[config.mk]
export PLATFORM = sky130hd
export DESIGN_NAME = power_injection_accumulator_core_flat
export DESIGN_NICKNAME = d
export VERILOG_FILES = /design/src/rtl/core/pia_pkg.sv /design/src/rtl/core/pia_if.sv /design/src/rtl/core/power_injection_accumulator_core.sv /design/src/flat_wrapper.sv
export VERILOG_INCLUDE_DIRS = /design/src /design/src/rtl/core
export SDC_FILE = /design/constraint.sdc
export NUM_CORES = 2
export LEC_CHECK = 0
export BUFFER_PORTS_ARGS = -buffer_cell sky130_fd_sc_hd__buf_2
export CAP_MARGIN = 20
export CORE_MARGIN = 2
export CORE_UTILIZATION = 55
export CTS_CLUSTER_DIAMETER = 80
export DETAILED_ROUTE_END_ITERATION = 10
export HOLD_SLACK_MARGIN = 0.02
export PLACE_DENSITY = 0.72
export SLEW_MARGIN = 25
export SYNTH_ARGS = -nofsm -noshare
export SYNTH_HDL_FRONTEND = slang
export SYNTH_SLANG_ARGS = --single-unit
export TNS_END_PERCENT = 100
[constraint.sdc]
create_clock -name clk -period 17.65 [get_ports clk]
set_clock_uncertainty 0.1 [all_clocks]
set_input_delay 0.8825 -clock clk [delete_from_list [all_inputs] [get_ports clk]]
set_output_delay 0.8825 -clock clk [all_outputs]
set_load 0.01 [all_outputs]
[src/rtl/core/assert_macros.svh]
// Assertion macros included by the accumulator core.
`ifndef ASSERT_MACROS_SVH
`define ASSERT_MACROS_SVH

// Clocked check with asynchronous active-low reset disable.
`define PIA_ASSERT(lbl, clk, rst_n, prop, msg) \
	lbl: assert property (@(posedge clk) disable iff (!rst_n) prop) else $error(msg);

// Clocked check that also runs during reset.
`define PIA_ASSERT_ALWAYS(lbl, clk, prop, msg) \
	lbl: assert property (@(posedge clk) prop) else $error(msg);

`endif

[src/rtl/core/pia_pkg.sv]
// Types, constants and helper functions of the power injection accumulator.
package pia_pkg;

	localparam int CordicSteps = 16;
	localparam int IterW       = $clog2(CordicSteps);

	localparam logic signed [20:0] AngPi     = 21'sd205887;
	localparam logic signed [20:0] AngHalfPi = 21'sd102944;
	localparam logic signed [20:0] AngTwoPi  = 21'sd411775;
	localparam logic signed [17:0] CordicGain = 18'sd9949;

	localparam logic signed [65:0] W48Max = 66'sh0_0000_7FFF_FFFF_FFFF;
	localparam logic signed [65:0] W48Min = -W48Max - 66'sd1;

	typedef enum logic [3:0] {
		S_IDLE,
		S_ROT,
		S_GC,
		S_BS,
		S_TP,
		S_GS,
		S_BC,
		S_TQ,
		S_PLO,
		S_PHI,
		S_QLO,
		S_QHI,
		S_OUT
	} pia_state_t;

	typedef struct packed {
		logic        clip;
		logic [47:0] value;
	} sat_res_t;

	// Arctangent of 2^-i in Q16 radians.
	function automatic logic signed [20:0] atan_q16(input logic [IterW-1:0] i);
		logic signed [20:0] r;
		case (i)
			4'd0:    r = 21'sd51472;
			4'd1:    r = 21'sd30385;
			4'd2:    r = 21'sd16055;
			4'd3:    r = 21'sd8150;
			4'd4:    r = 21'sd4091;
			4'd5:    r = 21'sd2047;
			4'd6:    r = 21'sd1024;
			4'd7:    r = 21'sd512;
			4'd8:    r = 21'sd256;
			4'd9:    r = 21'sd128;
			4'd10:   r = 21'sd64;
			4'd11:   r = 21'sd32;
			4'd12:   r = 21'sd16;
			4'd13:   r = 21'sd8;
			4'd14:   r = 21'sd4;
			4'd15:   r = 21'sd2;
			default: r = 21'sd0;
		endcase
		return r;
	endfunction

	// Clip to the 48 bit signed range.
	function automatic sat_res_t sat48(input logic signed [65:0] v);
		sat_res_t r;
		if (v > W48Max) begin
			r.clip  = 1'b1;
			r.value = W48Max[47:0];
		end else if (v < W48Min) begin
			r.clip  = 1'b1;
			r.value = W48Min[47:0];
		end else begin
			r.clip  = 1'b0;
			r.value = v[47:0];
		end
		return r;
	endfunction

endpackage

[src/rtl/core/pia_if.sv]
// Channel interfaces: admittance entries in, bus injections out.
interface pia_entry_if;
	logic               valid;
	logic               ready;
	logic [9:0]         bus_index;
	logic signed [31:0] conductance;
	logic signed [31:0] susceptance;
	logic signed [15:0] angle_row;
	logic signed [15:0] angle_col;
	logic [15:0]        volt_col;
	logic [15:0]        volt_row;
	logic               last_in_row;

	modport source (output valid, bus_index, conductance, susceptance, angle_row,
		angle_col, volt_col, volt_row, last_in_row, input ready);
	modport sink (input valid, bus_index, conductance, susceptance, angle_row,
		angle_col, volt_col, volt_row, last_in_row, output ready);
endinterface

interface pia_result_if;
	logic               valid;
	logic               ready;
	logic [9:0]         out_bus;
	logic signed [47:0] p_calc;
	logic signed [47:0] q_calc;
	logic               saturated;

	modport source (output valid, out_bus, p_calc, q_calc, saturated, input ready);
	modport sink (input valid, out_bus, p_calc, q_calc, saturated, output ready);
endinterface

[src/rtl/core/power_injection_accumulator_core.sv]
// Channel   | Dir | Transfer                      | Payload
// entry     | in  | valid & ready                 | one nonzero admittance entry of a row
// result    | out | valid & ready                 | P and Q of a bus, on the last entry
// Each entry is latched, then runs 16 CORDIC rotations and 6 steps on the
// shared multiplier. The last entry of a row adds 4 scaling steps and one output step.
// The single 36x18 multiplier and the CORDIC shift-add loop set these counts.
// Reset clears the sums, the clip flag and the output valid flag; no clearing pass.
// A full output register holds the sequencer in its output step until the transfer.
`include "assert_macros.svh"

module power_injection_accumulator_core
	import pia_pkg::*;
(
	input  logic         clk,
	input  logic         arst_n,
	pia_entry_if.sink    entry,
	pia_result_if.source result
);

	pia_state_t state_q, state_d;

	logic [IterW-1:0]   iter_q;
	logic signed [17:0] x_q, y_q;
	logic signed [20:0] z_q;
	logic               flip_q;

	logic [9:0]         bus_q;
	logic signed [31:0] g_q, b_q;
	logic [15:0]        vc_q, vr_q;
	logic               last_q;

	logic signed [47:0] t_q;
	logic signed [65:0] f_q;
	logic signed [47:0] active_sum_q, reactive_sum_q;
	logic               clip_q;
	logic signed [47:0] p_q, q_q;

	logic               out_valid_q;
	logic [9:0]         out_bus_q;
	logic signed [47:0] out_p_q, out_q_q;
	logic               out_sat_q;

	logic               accept, out_free;
	logic signed [35:0] mul_a;
	logic signed [17:0] mul_b;
	logic signed [53:0] prod;
	logic signed [17:0] cval, sval;

	logic signed [16:0] dang;
	logic signed [20:0] z0, z1, z2, zr;
	logic               fl;

	logic signed [17:0] x_sh, y_sh;
	logic signed [20:0] atan_i;

	logic signed [39:0] term;
	logic signed [65:0] acc_sum, fsum;
	sat_res_t           acc_sat, fin_sat;

	assign accept   = entry.valid && entry.ready;
	assign out_free = !out_valid_q || result.ready;

	// Angle difference to Q16, reduce by whole turns, fold into [-pi/2, pi/2].
	always_comb begin
		dang = 17'(entry.angle_row) - 17'(entry.angle_col);
		z0   = 21'(dang) <<< 3;
		z1   = z0;
		if (z1 > AngPi) z1 = z1 - AngTwoPi;
		if (z1 < -AngPi) z1 = z1 + AngTwoPi;
		z2 = z1;
		if (z2 > AngPi) z2 = z2 - AngTwoPi;
		if (z2 < -AngPi) z2 = z2 + AngTwoPi;
		fl = 1'b0;
		zr = z2;
		if (z2 > AngHalfPi) begin
			zr = z2 - AngPi;
			fl = 1'b1;
		end else if (z2 < -AngHalfPi) begin
			zr = z2 + AngPi;
			fl = 1'b1;
		end
	end

	assign x_sh   = x_q >>> iter_q;
	assign y_sh   = y_q >>> iter_q;
	assign atan_i = atan_q16(iter_q);
	assign cval   = flip_q ? -x_q : x_q;
	assign sval   = flip_q ? -y_q : y_q;

	// Next state.
	always_comb begin
		state_d = state_q;
		case (state_q)
			S_IDLE: if (accept) state_d = S_ROT;
			S_ROT:  if (iter_q == IterW'(CordicSteps - 1)) state_d = S_GC;
			S_GC:   state_d = S_BS;
			S_BS:   state_d = S_TP;
			S_TP:   state_d = S_GS;
			S_GS:   state_d = S_BC;
			S_BC:   state_d = S_TQ;
			S_TQ:   state_d = last_q ? S_PLO : S_IDLE;
			S_PLO:  state_d = S_PHI;
			S_PHI:  state_d = S_QLO;
			S_QLO:  state_d = S_QHI;
			S_QHI:  state_d = S_OUT;
			S_OUT:  if (out_free) state_d = S_IDLE;
			default: state_d = S_IDLE;
		endcase
	end

	// Sequencer outputs: handshake and multiplier operand select.
	always_comb begin
		entry.ready = 1'b0;
		mul_a       = '0;
		mul_b       = '0;
		case (state_q)
			S_IDLE: entry.ready = 1'b1;
			S_GC: begin
				mul_a = 36'(g_q);
				mul_b = cval;
			end
			S_BS: begin
				mul_a = 36'(b_q);
				mul_b = sval;
			end
			S_GS: begin
				mul_a = 36'(g_q);
				mul_b = sval;
			end
			S_BC: begin
				mul_a = 36'(b_q);
				mul_b = cval;
			end
			S_TP, S_TQ: begin
				mul_a = 36'(t_q >>> 14);
				mul_b = $signed({2'b00, vc_q});
			end
			S_PLO: begin
				mul_a = $signed({12'd0, active_sum_q[23:0]});
				mul_b = $signed({2'b00, vr_q});
			end
			S_PHI: begin
				mul_a = 36'($signed(active_sum_q[47:24]));
				mul_b = $signed({2'b00, vr_q});
			end
			S_QLO: begin
				mul_a = $signed({12'd0, reactive_sum_q[23:0]});
				mul_b = $signed({2'b00, vr_q});
			end
			S_QHI: begin
				mul_a = 36'($signed(reactive_sum_q[47:24]));
				mul_b = $signed({2'b00, vr_q});
			end
			default: begin
				entry.ready = 1'b0;
			end
		endcase
	end

	assign prod    = mul_a * mul_b;
	assign term    = 40'(prod >>> 14);
	assign acc_sum = (state_q == S_TP) ? 66'(active_sum_q) + 66'(term)
		: 66'(reactive_sum_q) + 66'(term);
	assign acc_sat = sat48(acc_sum);
	assign fsum    = f_q + (66'(prod) <<< 24);
	assign fin_sat = sat48(fsum >>> 14);

	// Control and state registers.
	always_ff @(posedge clk or negedge arst_n) begin
		if (!arst_n) begin
			state_q        <= S_IDLE;
			iter_q         <= '0;
			active_sum_q   <= '0;
			reactive_sum_q <= '0;
			clip_q         <= 1'b0;
			out_valid_q    <= 1'b0;
		end else begin
			state_q <= state_d;
			if (state_q == S_ROT) iter_q <= iter_q + 1'b1;
			else iter_q <= '0;
			if (state_q == S_TP) begin
				active_sum_q <= acc_sat.value;
				clip_q       <= clip_q | acc_sat.clip;
			end
			if (state_q == S_TQ) begin
				reactive_sum_q <= acc_sat.value;
				clip_q         <= clip_q | acc_sat.clip;
			end
			if ((state_q == S_PHI) || (state_q == S_QHI)) clip_q <= clip_q | fin_sat.clip;
			if (result.valid && result.ready) out_valid_q <= 1'b0;
			if (state_q == S_OUT && out_free) begin
				out_valid_q    <= 1'b1;
				active_sum_q   <= '0;
				reactive_sum_q <= '0;
				clip_q         <= 1'b0;
			end
		end
	end

	// Payload registers.
	always_ff @(posedge clk) begin
		if (accept) begin
			bus_q  <= entry.bus_index;
			g_q    <= entry.conductance;
			b_q    <= entry.susceptance;
			vc_q   <= entry.volt_col;
			vr_q   <= entry.volt_row;
			last_q <= entry.last_in_row;
			z_q    <= zr;
			flip_q <= fl;
			x_q    <= CordicGain;
			y_q    <= '0;
		end
		if (state_q == S_ROT) begin
			// rotate toward zero residual angle
			if (!z_q[20]) begin
				x_q <= x_q - y_sh;
				y_q <= y_q + x_sh;
				z_q <= z_q - atan_i;
			end else begin
				x_q <= x_q + y_sh;
				y_q <= y_q - x_sh;
				z_q <= z_q + atan_i;
			end
		end
		case (state_q)
			S_GC, S_GS: t_q <= prod[47:0];
			S_BS:       t_q <= t_q + prod[47:0];
			S_BC:       t_q <= t_q - prod[47:0];
			S_PLO, S_QLO: f_q <= 66'(prod);
			S_PHI:      p_q <= fin_sat.value;
			S_QHI:      q_q <= fin_sat.value;
			default: begin
			end
		endcase
		if (state_q == S_OUT && out_free) begin
			out_bus_q <= bus_q;
			out_p_q   <= p_q;
			out_q_q   <= q_q;
			out_sat_q <= clip_q;
		end
	end

	assign result.valid     = out_valid_q;
	assign result.out_bus   = out_bus_q;
	assign result.p_calc    = out_p_q;
	assign result.q_calc    = out_q_q;
	assign result.saturated = out_sat_q;

	`PIA_ASSERT(a_accept_starts_rot, clk, arst_n, accept |=> (state_q == S_ROT), "accept must start CORDIC")
	`PIA_ASSERT(a_rot_length, clk, arst_n, (state_q == S_ROT && iter_q == IterW'(CordicSteps - 1)) |=> (state_q == S_GC), "CORDIC must run a fixed number of steps")
	`PIA_ASSERT(a_sums_cleared, clk, arst_n, (state_q == S_OUT && out_free) |=> (active_sum_q == '0 && reactive_sum_q == '0 && !clip_q && out_valid_q), "row end must clear sums and show a result")

endmodule
[src/flat_wrapper.sv]
// flat-port wrapper written by rule: the top's interface ports become plain ports
module power_injection_accumulator_core_flat import pia_pkg::*;
  (clk, arst_n, entry_valid, entry_bus_index, entry_conductance, entry_susceptance, entry_angle_row, entry_angle_col, entry_volt_col, entry_volt_row, entry_last_in_row, entry_ready, result_valid, result_out_bus, result_p_calc, result_q_calc, result_saturated, result_ready);
  pia_entry_if entry_i ();
  pia_result_if result_i ();
  input  logic clk;
  input  logic arst_n;
  input wire logic [$bits(entry_i.valid)-1:0] entry_valid;
  input wire logic [$bits(entry_i.bus_index)-1:0] entry_bus_index;
  input wire logic [$bits(entry_i.conductance)-1:0] entry_conductance;
  input wire logic [$bits(entry_i.susceptance)-1:0] entry_susceptance;
  input wire logic [$bits(entry_i.angle_row)-1:0] entry_angle_row;
  input wire logic [$bits(entry_i.angle_col)-1:0] entry_angle_col;
  input wire logic [$bits(entry_i.volt_col)-1:0] entry_volt_col;
  input wire logic [$bits(entry_i.volt_row)-1:0] entry_volt_row;
  input wire logic [$bits(entry_i.last_in_row)-1:0] entry_last_in_row;
  output wire logic [$bits(entry_i.ready)-1:0] entry_ready;
  output wire logic [$bits(result_i.valid)-1:0] result_valid;
  output wire logic [$bits(result_i.out_bus)-1:0] result_out_bus;
  output wire logic [$bits(result_i.p_calc)-1:0] result_p_calc;
  output wire logic [$bits(result_i.q_calc)-1:0] result_q_calc;
  output wire logic [$bits(result_i.saturated)-1:0] result_saturated;
  input wire logic [$bits(result_i.ready)-1:0] result_ready;
  assign entry_i.valid = entry_valid;
  assign entry_i.bus_index = entry_bus_index;
  assign entry_i.conductance = entry_conductance;
  assign entry_i.susceptance = entry_susceptance;
  assign entry_i.angle_row = entry_angle_row;
  assign entry_i.angle_col = entry_angle_col;
  assign entry_i.volt_col = entry_volt_col;
  assign entry_i.volt_row = entry_volt_row;
  assign entry_i.last_in_row = entry_last_in_row;
  assign entry_ready = entry_i.ready;
  assign result_valid = result_i.valid;
  assign result_out_bus = result_i.out_bus;
  assign result_p_calc = result_i.p_calc;
  assign result_q_calc = result_i.q_calc;
  assign result_saturated = result_i.saturated;
  assign result_i.ready = result_ready;
  power_injection_accumulator_core u_core (.clk(clk), .arst_n(arst_n), .entry(entry_i), .result(result_i));
endmodule
Yosys cells after proc, flatten, opt, wreduce, memory -nomap -nowiden
Memory sizes are Yosys's and may differ from the RTL's.
Index checks and enable logic that the tools add are counted.

operators by class
  reduce and logical (&&, ||, !) cells = 21
  multiply operators = 1
  equality and inequality tests = 16
  shift operators = 2
  add/sub/neg operators = 21
  bitwise gates (word level) = 2
  muxes and demuxes = 43
  order comparisons = 10

operators with widths
  operator                number
  $pmux 36 s7             1
  $mux 49                 4
  $mux 48                 4
  $mux 21                 9
  $mux 18                 8
  $pmux 48 s3             1
  $add 48x40->49          2
  $pmux 18 s4             1
  $add 54x66->66          1
  $gt 66x48->1 const B    1
  $lt 66x48->1 const B    1
  $mux 66                 1
  $mul 36x18->54          1
  $gt 52x48->1 const B    1
  $lt 52x48->1 const B    1
  $pmux 4 s13             1
  $add 48x48->48          1
  $sub 48x48->48          1
  $add 21x20->21 const B  2
  $lt 21x19->1 const B    2
  $add 18x18->18          2
  $neg 18->18             2
  $sshr 18x4->18          2
  $sub 18x18->18          2
  30 further kinds        64

word-level totals
  logic and storage cells = 141
  memory bits (read-only) = 256
  input port bits = 143
  output and inout port bits = 109
  memories = 1
  register bits = 576

memories
  memory           words  bits a word  read ports  clocked after memory_dff  wr ports  line           RTL
  (no name shown)  16     16           1           0                         0         pia_pkg.sv:39  case (i)

Depth between registers and ports, before layout
  depth after elaboration = 14
  mapped depth = 59
  gate-level depth less buffers = 57

Worst setup path after synthesis
Ideal clock, no wire load.

  path type = register to register
  from = register u_core.state_q[2]
  to = register u_core.active_sum_q[0]
  stages on the path, launching flop included = 53
  setup slack = 3,736 ps
  arrival = 13,405 ps
  setup time = 410 ps
  required time = 17,140 ps
  cells stage by stage = dfrtp_1 clkbuf_1 nand2b_1 nor2_1 clkbuf_1 a222oi_1 nand2_1 clkbuf_1 nand2_1 fa_1 inv_1 fa_1 inv_1 fa_1 inv_1 fa_1 fa_1 inv_1 [... 17 more ...] o21a_1 o21ai_0 nand2_1 a21oi_1 nor2b_1 nor2_1 xnor2_1 ha_1 a21o_1 a211o_1 a2111o_1 o21ai_0 o21ai_0 xnor2_1 nor2_1 clkbuf_1 nor2_1 o22ai_1

on the way
  longest elaborated chain between the ends = 11
  elaborated cells on any way between the ends = 31
  those cells by class = 2 x add/sub; 1 x mul; 2 x order compare; 11 x eq/ne; 7 x mux; 8 x reduce/logical

ends and longest elaborated chain
  what                                                            line                                                                              RTL
  from (decl)                                                     power_injection_accumulator_core.sv:20                                            pia_state_t state_q, state_d;
  from (signal assigned)                                          power_injection_accumulator_core.sv:178                                           state_q <= state_d;
  $eq 4x4->1, or another cell as far along                        power_injection_accumulator_core.sv:116                                           case (state_q)
  $reduce_or 4->1 (no source line), or another cell as far along  --
  $pmux 18 s4 or $pmux 36 s7 (tied branches)                      power_injection_accumulator_core.sv:116
  $mul 36x18->54 (*)                                              power_injection_accumulator_core.sv:160                                           assign prod = mul_a * mul_b;
  via u_core.prod[53]                                             power_injection_accumulator_core.sv:46                                            logic signed [53:0] prod;
  $add 48x40->49, on equally long branches                        power_injection_accumulator_core.sv:163, power_injection_accumulator_core.sv:162
  $mux 66 (*)                                                     power_injection_accumulator_core.sv:162                                           assign acc_sum = (state_q == S_TP) ? 66'(active_sum_q) + 66'(term)
  $lt 66x48->1                                                    pia_pkg.sv:67                                                                     end else if (v < W48Min) begin
  $mux 49                                                         pia_pkg.sv:67
  $mux 49 (*)                                                     pia_pkg.sv:64                                                                     if (v > W48Max) begin
  $mux 48 (*)                                                     power_injection_accumulator_core.sv:181                                           if (state_q == S_TP) begin
  $mux 48 (*)                                                     power_injection_accumulator_core.sv:191                                           if (state_q == S_OUT && out_free) begin
  to (signal assigned)                                            power_injection_accumulator_core.sv:182                                           active_sum_q <= acc_sat.value;
  to (decl)                                                       power_injection_accumulator_core.sv:34                                            logic signed [47:0] active_sum_q, reactive_sum_q;

The timed path passes the listed nets; every way through them passes the cells marked *. The select of a mux whose other input is x is not followed.
A chain may end at the register's enable or synchronous reset.

Worst setup path in the final report
  from = register u_core.state_q[2]
  to = register u_core.active_sum_q[20]

The elaborated chain is that of the path after synthesis.

==> metrics.sh <==
CLOCKBUFFERDEPTH=3
FINAL_MIN_PERIOD_OVER_CLOCK_PERIOD=0.910
POST-CTS-SETUP-BUFFER-COUNT=0
DRT_ITER0_DRC=5078
SYNTH-EDFF-COUNT=456
CRITPATHTOPFAMILY='compound AO/OA/AOI/OAI gates'
CTS_HOLD_BUF=0
R2R_CELLS=50
CTS.REPAIR.RESIZED=0
GRT_MAX_DEGREE=78
DETAILEDPLACEMENTHPWL_MM=139
PLACE.GP.CONGESTION=1.00
HIGHEST_CLOCK_FREQUENCY_THE_DESIGN_CAN_MEET_GHz=0.0623
GRT.OVERFLOW.TOTAL=0
ASYNC_RESET_FF_FRAC=0.189
FINAL_SETUP_VIOLATION_COUNT=0
REG2REG_LAUNCH_POINT='u_core.state_q[2]'
WIRE_LENGTH_OF_THE_FIRST_GLOBAL_ROUTING_PASS_MM=281
GRT_UTIL_MET2=0.502
START_KIND='register'
CLK_LATENCY_NS=0.70
FINAL_MAX_SLEW_VIOL_COUNT=0
DETAIL_ROUTE.WL_PER_CELL_UM=22.4
CLOCKROOTBUFFER='clkbuf_16'
SYNTHTOLAYOUTAREAGROWTH_PCT=8.85
WORSTMARGINPINSLEW_NS=1.15
SETUP.WORST_PATH.CLASS='reg2reg'
FP.DIEAREA_SQ_UM=111000
CTS.HTREE.LEVELS=2
GRT_ANTENNA_BEFORE_REPAIR=13
HOLD_VIOLATIONS=0
PATH_CLK_SLEW_NS=0.06
OUTCOME='finished, final reports clean'
CLOCK-SINKS=562
NUM_ROWS=120
DR.PASS1.ITERS=10
NNETSFINAL=7658
DRT-TOTAL-WL_MM=179
SETUP-TNS-FINAL_NS=0
SYN-NUM-NETS=7488
FINAL.FILL_COUNT=9143
ROUTE.DETAILED.DRC=0
DIE_HEIGHT_UM=333
TIMING.CRITICAL_PATH.ARRIVAL_NS=16.54
SYNTH_SEQUENTIAL_AREA_RATIO=0.275
ANT_NETS=0
GRT_PASS1_VIAS=48600
SYNTH_AREA_PER_CELL_SQ_UM=9.31
ROUTING_USAGE_ON_MET3=0.0742
GRT.BUSIEST_LAYER='met2'
NETLIST_INSTANCES=6384
CTS_TREE='built'
YOSYSUNIQUECELLTYPES=109
YOSYSWARNINGCOUNT=0
NUM_VIAS=48600
DRV.MAX_CAP_VIOLATION_COUNT=0
MAXSLEWHEADROOM=0.234
FF_LATCH_AREA_SQ_UM=16300
RSZ0062_AT_GRT='no'
CTS-BUFFERS-INSERTED=61
RR_ENDPOINT='u_core.active_sum_q[20]'
REG2REG_SLACK_NS=1.59
LAYOUT-DRIVE-GT1-SHARE=0.0941
CRITPATHMOSTFREQUENTCELL='o21ai_0'
PERIOD_MINUS_SLACK_NS=16.06
AREA_OF_THE_MULTI_INPUT_GATES_SQ_UM=39200
CRIT_PATH_MAX_INCR_DELAY_NS=0.87
HP-CLASS='in2async'
NUM_IO_PINS=252
SETUP.WORST_PATH.END_CLASS='register'
CRITICAL_PATH_BUF_INV_COUNT=5
USE_MET1=0.442
TIMING.CRITICAL_PATH.FANOUT_MAX=31
NUMPORTBUFFERS=251
GLOBAL_ROUTE.USAGE.TOTAL=0.325
PLACEABLECOREAREA_SQ_UM=107000
POSTSYNTHREGISTERBITS=562
HORIZONTAL_DIE_DIMENSION_UM=333
WORSTPATHREQUIRED_NS=18.13
SYNTH.CELL_AREA_SQ_UM=59500
FLOORPLAN.INITIALDENSITY=0.555
AVGVIACOUNTPERCELL=6.07
DOMINANTREGCELLSYNTH='edfxtp_1'
TIMING.CRITICAL_PATH.SLOWEST_STAGE_CELL='nor3_4'
[per-stage QoR]
| step | setup WS [ns] | cell area (sq um) | instances | util | hold WS, ns |
|---|---|---|---|---|---|
| global route | 0.444 | 64700 | 8010 | 0.604 | 0.118 |
| global placement | 2.47 | 62500 | 7891 | 0.583 | 0.301 |
| CTS | 2.04 | 64700 | 8008 | 0.603 | 0.0854 |
| floorplan | 3.74 | 59500 | 6384 | - | 0.300 |
| finish | 1.59 | 64700 | 8013 | 0.604 | 0.112 |
| detailed placement | 2.14 | 62600 | 7892 | 0.583 | 0.305 |
[Yosys cell counts (40+ instances only)]
library cell,number,share of area
a21o_1,96,0.012
a21oi_1,317,0.027
a221o_1,84,0.014
a31oi_1,52,0.0055
and2_1,67,0.0070
clkbuf_1,219,0.014
dfrtp_1,106,0.045
edfxtp_1,456,0.23
fa_1,602,0.20
ha_1,359,0.076
inv_1,842,0.053
mux2i_1,71,0.012
nand2_1,937,0.059
nand2b_1,72,0.0076
nand3_1,90,0.0076
nor2_1,432,0.027
nor2b_1,72,0.0076
nor3_1,91,0.0077
o21a_1,48,0.0061
o21ai_0,257,0.022
o21bai_1,42,0.0053
o31ai_1,40,0.0051
xnor2_1,246,0.036
xor2_1,142,0.021
[sequential cells by signal, indices dropped and copies added, names as in the netlist]
signal,flops
u_core.result.p_calc,48
u_core.z_q,21
u_core.result.q_calc,48
u_core.q_q,48
u_core.last_q,1
u_core.active_sum_q,48
u_core.flip_q,1
u_core.p_q,48
u_core.t_q,48
u_core.iter_q,4
u_core.x_q,18
u_core.b_q,32
u_core.vc_q,16
u_core.result.saturated,1
u_core.g_q,32
u_core.y_q,18
u_core.state_q,4
u_core.vr_q,16
u_core.result.valid,1
u_core.f_q,40
u_core.result.out_bus,10
u_core.clip_q,1
u_core.reactive_sum_q,48
u_core.bus_q,10
[logic make-up (layout without fill, tap and decap cells)]
family / Yosys count / count (layout) / share of synthesized area
XOR/XNOR: 393 / 393 / 0.0585
adder cells (fa/ha/maj): 961 / 961 / 0.278
AO/OA/AOI/OAI: 1301 / 1301 / 0.149
flip-flops: 562 / 562 / 0.275
AND/OR/NAND/NOR: 1951 / 1951 / 0.147
other: 0 / 3 / 0
multiplexers: 111 / 111 / 0.0228
buffers and inverters: 1105 / 1328 / 0.0704
[how the worst max path moves through the flow]
stage / start / cells after the start / slack (ns) / endpoint
final: u_core.state_q[2] / 50 / 1.59 / u_core.active_sum_q[20]
after global routing: u_core.state_q[2] / 50 / 0.44 / u_core.active_sum_q[20]
after CTS: u_core.state_q[2] / 50 / 2.04 / u_core.active_sum_q[20]
after detailed placement: u_core.state_q[2] / 51 / 2.14 / u_core.active_sum_q[10]
after global placement: u_core.state_q[2] / 50 / 2.47 / u_core.active_sum_q[10]
after floorplan: u_core.state_q[2] / 52 / 3.74 / u_core.active_sum_q[0]
[area by class of cell]
type / count / area share
diodes: 3 / 0.000116
clock buffers: 92 / 0.0278
inverters: 846 / 0.0491
clock inverters: 24 / 0.00493
flip-flops and latches: 562 / 0.253
well taps: 1403 / 0.0271
multi-input cells: 4717 / 0.605
repair buffers: 366 / 0.0333
[worst register-to-register path, delay by kind of cell, from the launching register on]
kind / cells / cell delay (ns)
buffers and inverters: 5 / 1.05
xor gates and xnor gates: 3 / 0.80
DFF: 1 / 0.71
AOI/OAI and AO/OA: 28 / 8.33
adders and majority gates: 8 / 3.07
and+or+nand+nor: 6 / 1.92
[per-layer routing]
metal  up-vias  share of wire
met1     23900           0.40
met2      2331           0.44
met3       450           0.11
met5         -        0.00030
met4         8          0.050
li1      22000              -
[cells in the final DEF (no fill, tap or decap), drive strengths merged, types with 94 or more instances in the layout]
master  netlist  routed
xnor2       251     251
edfxtp      456     456
o21ai       294     294
nor3         94      94
inv         845     854
fa          602     602
xor2        142     142
a21oi       324     324
nand2       937     937
dfrtp       106     106
nor2        433     433
a21o         96      96
ha          359     359
buf          40     365
Power is not shown: default switching activity piles up to over one toggle a cycle in this logic, so the estimate is an artifact.
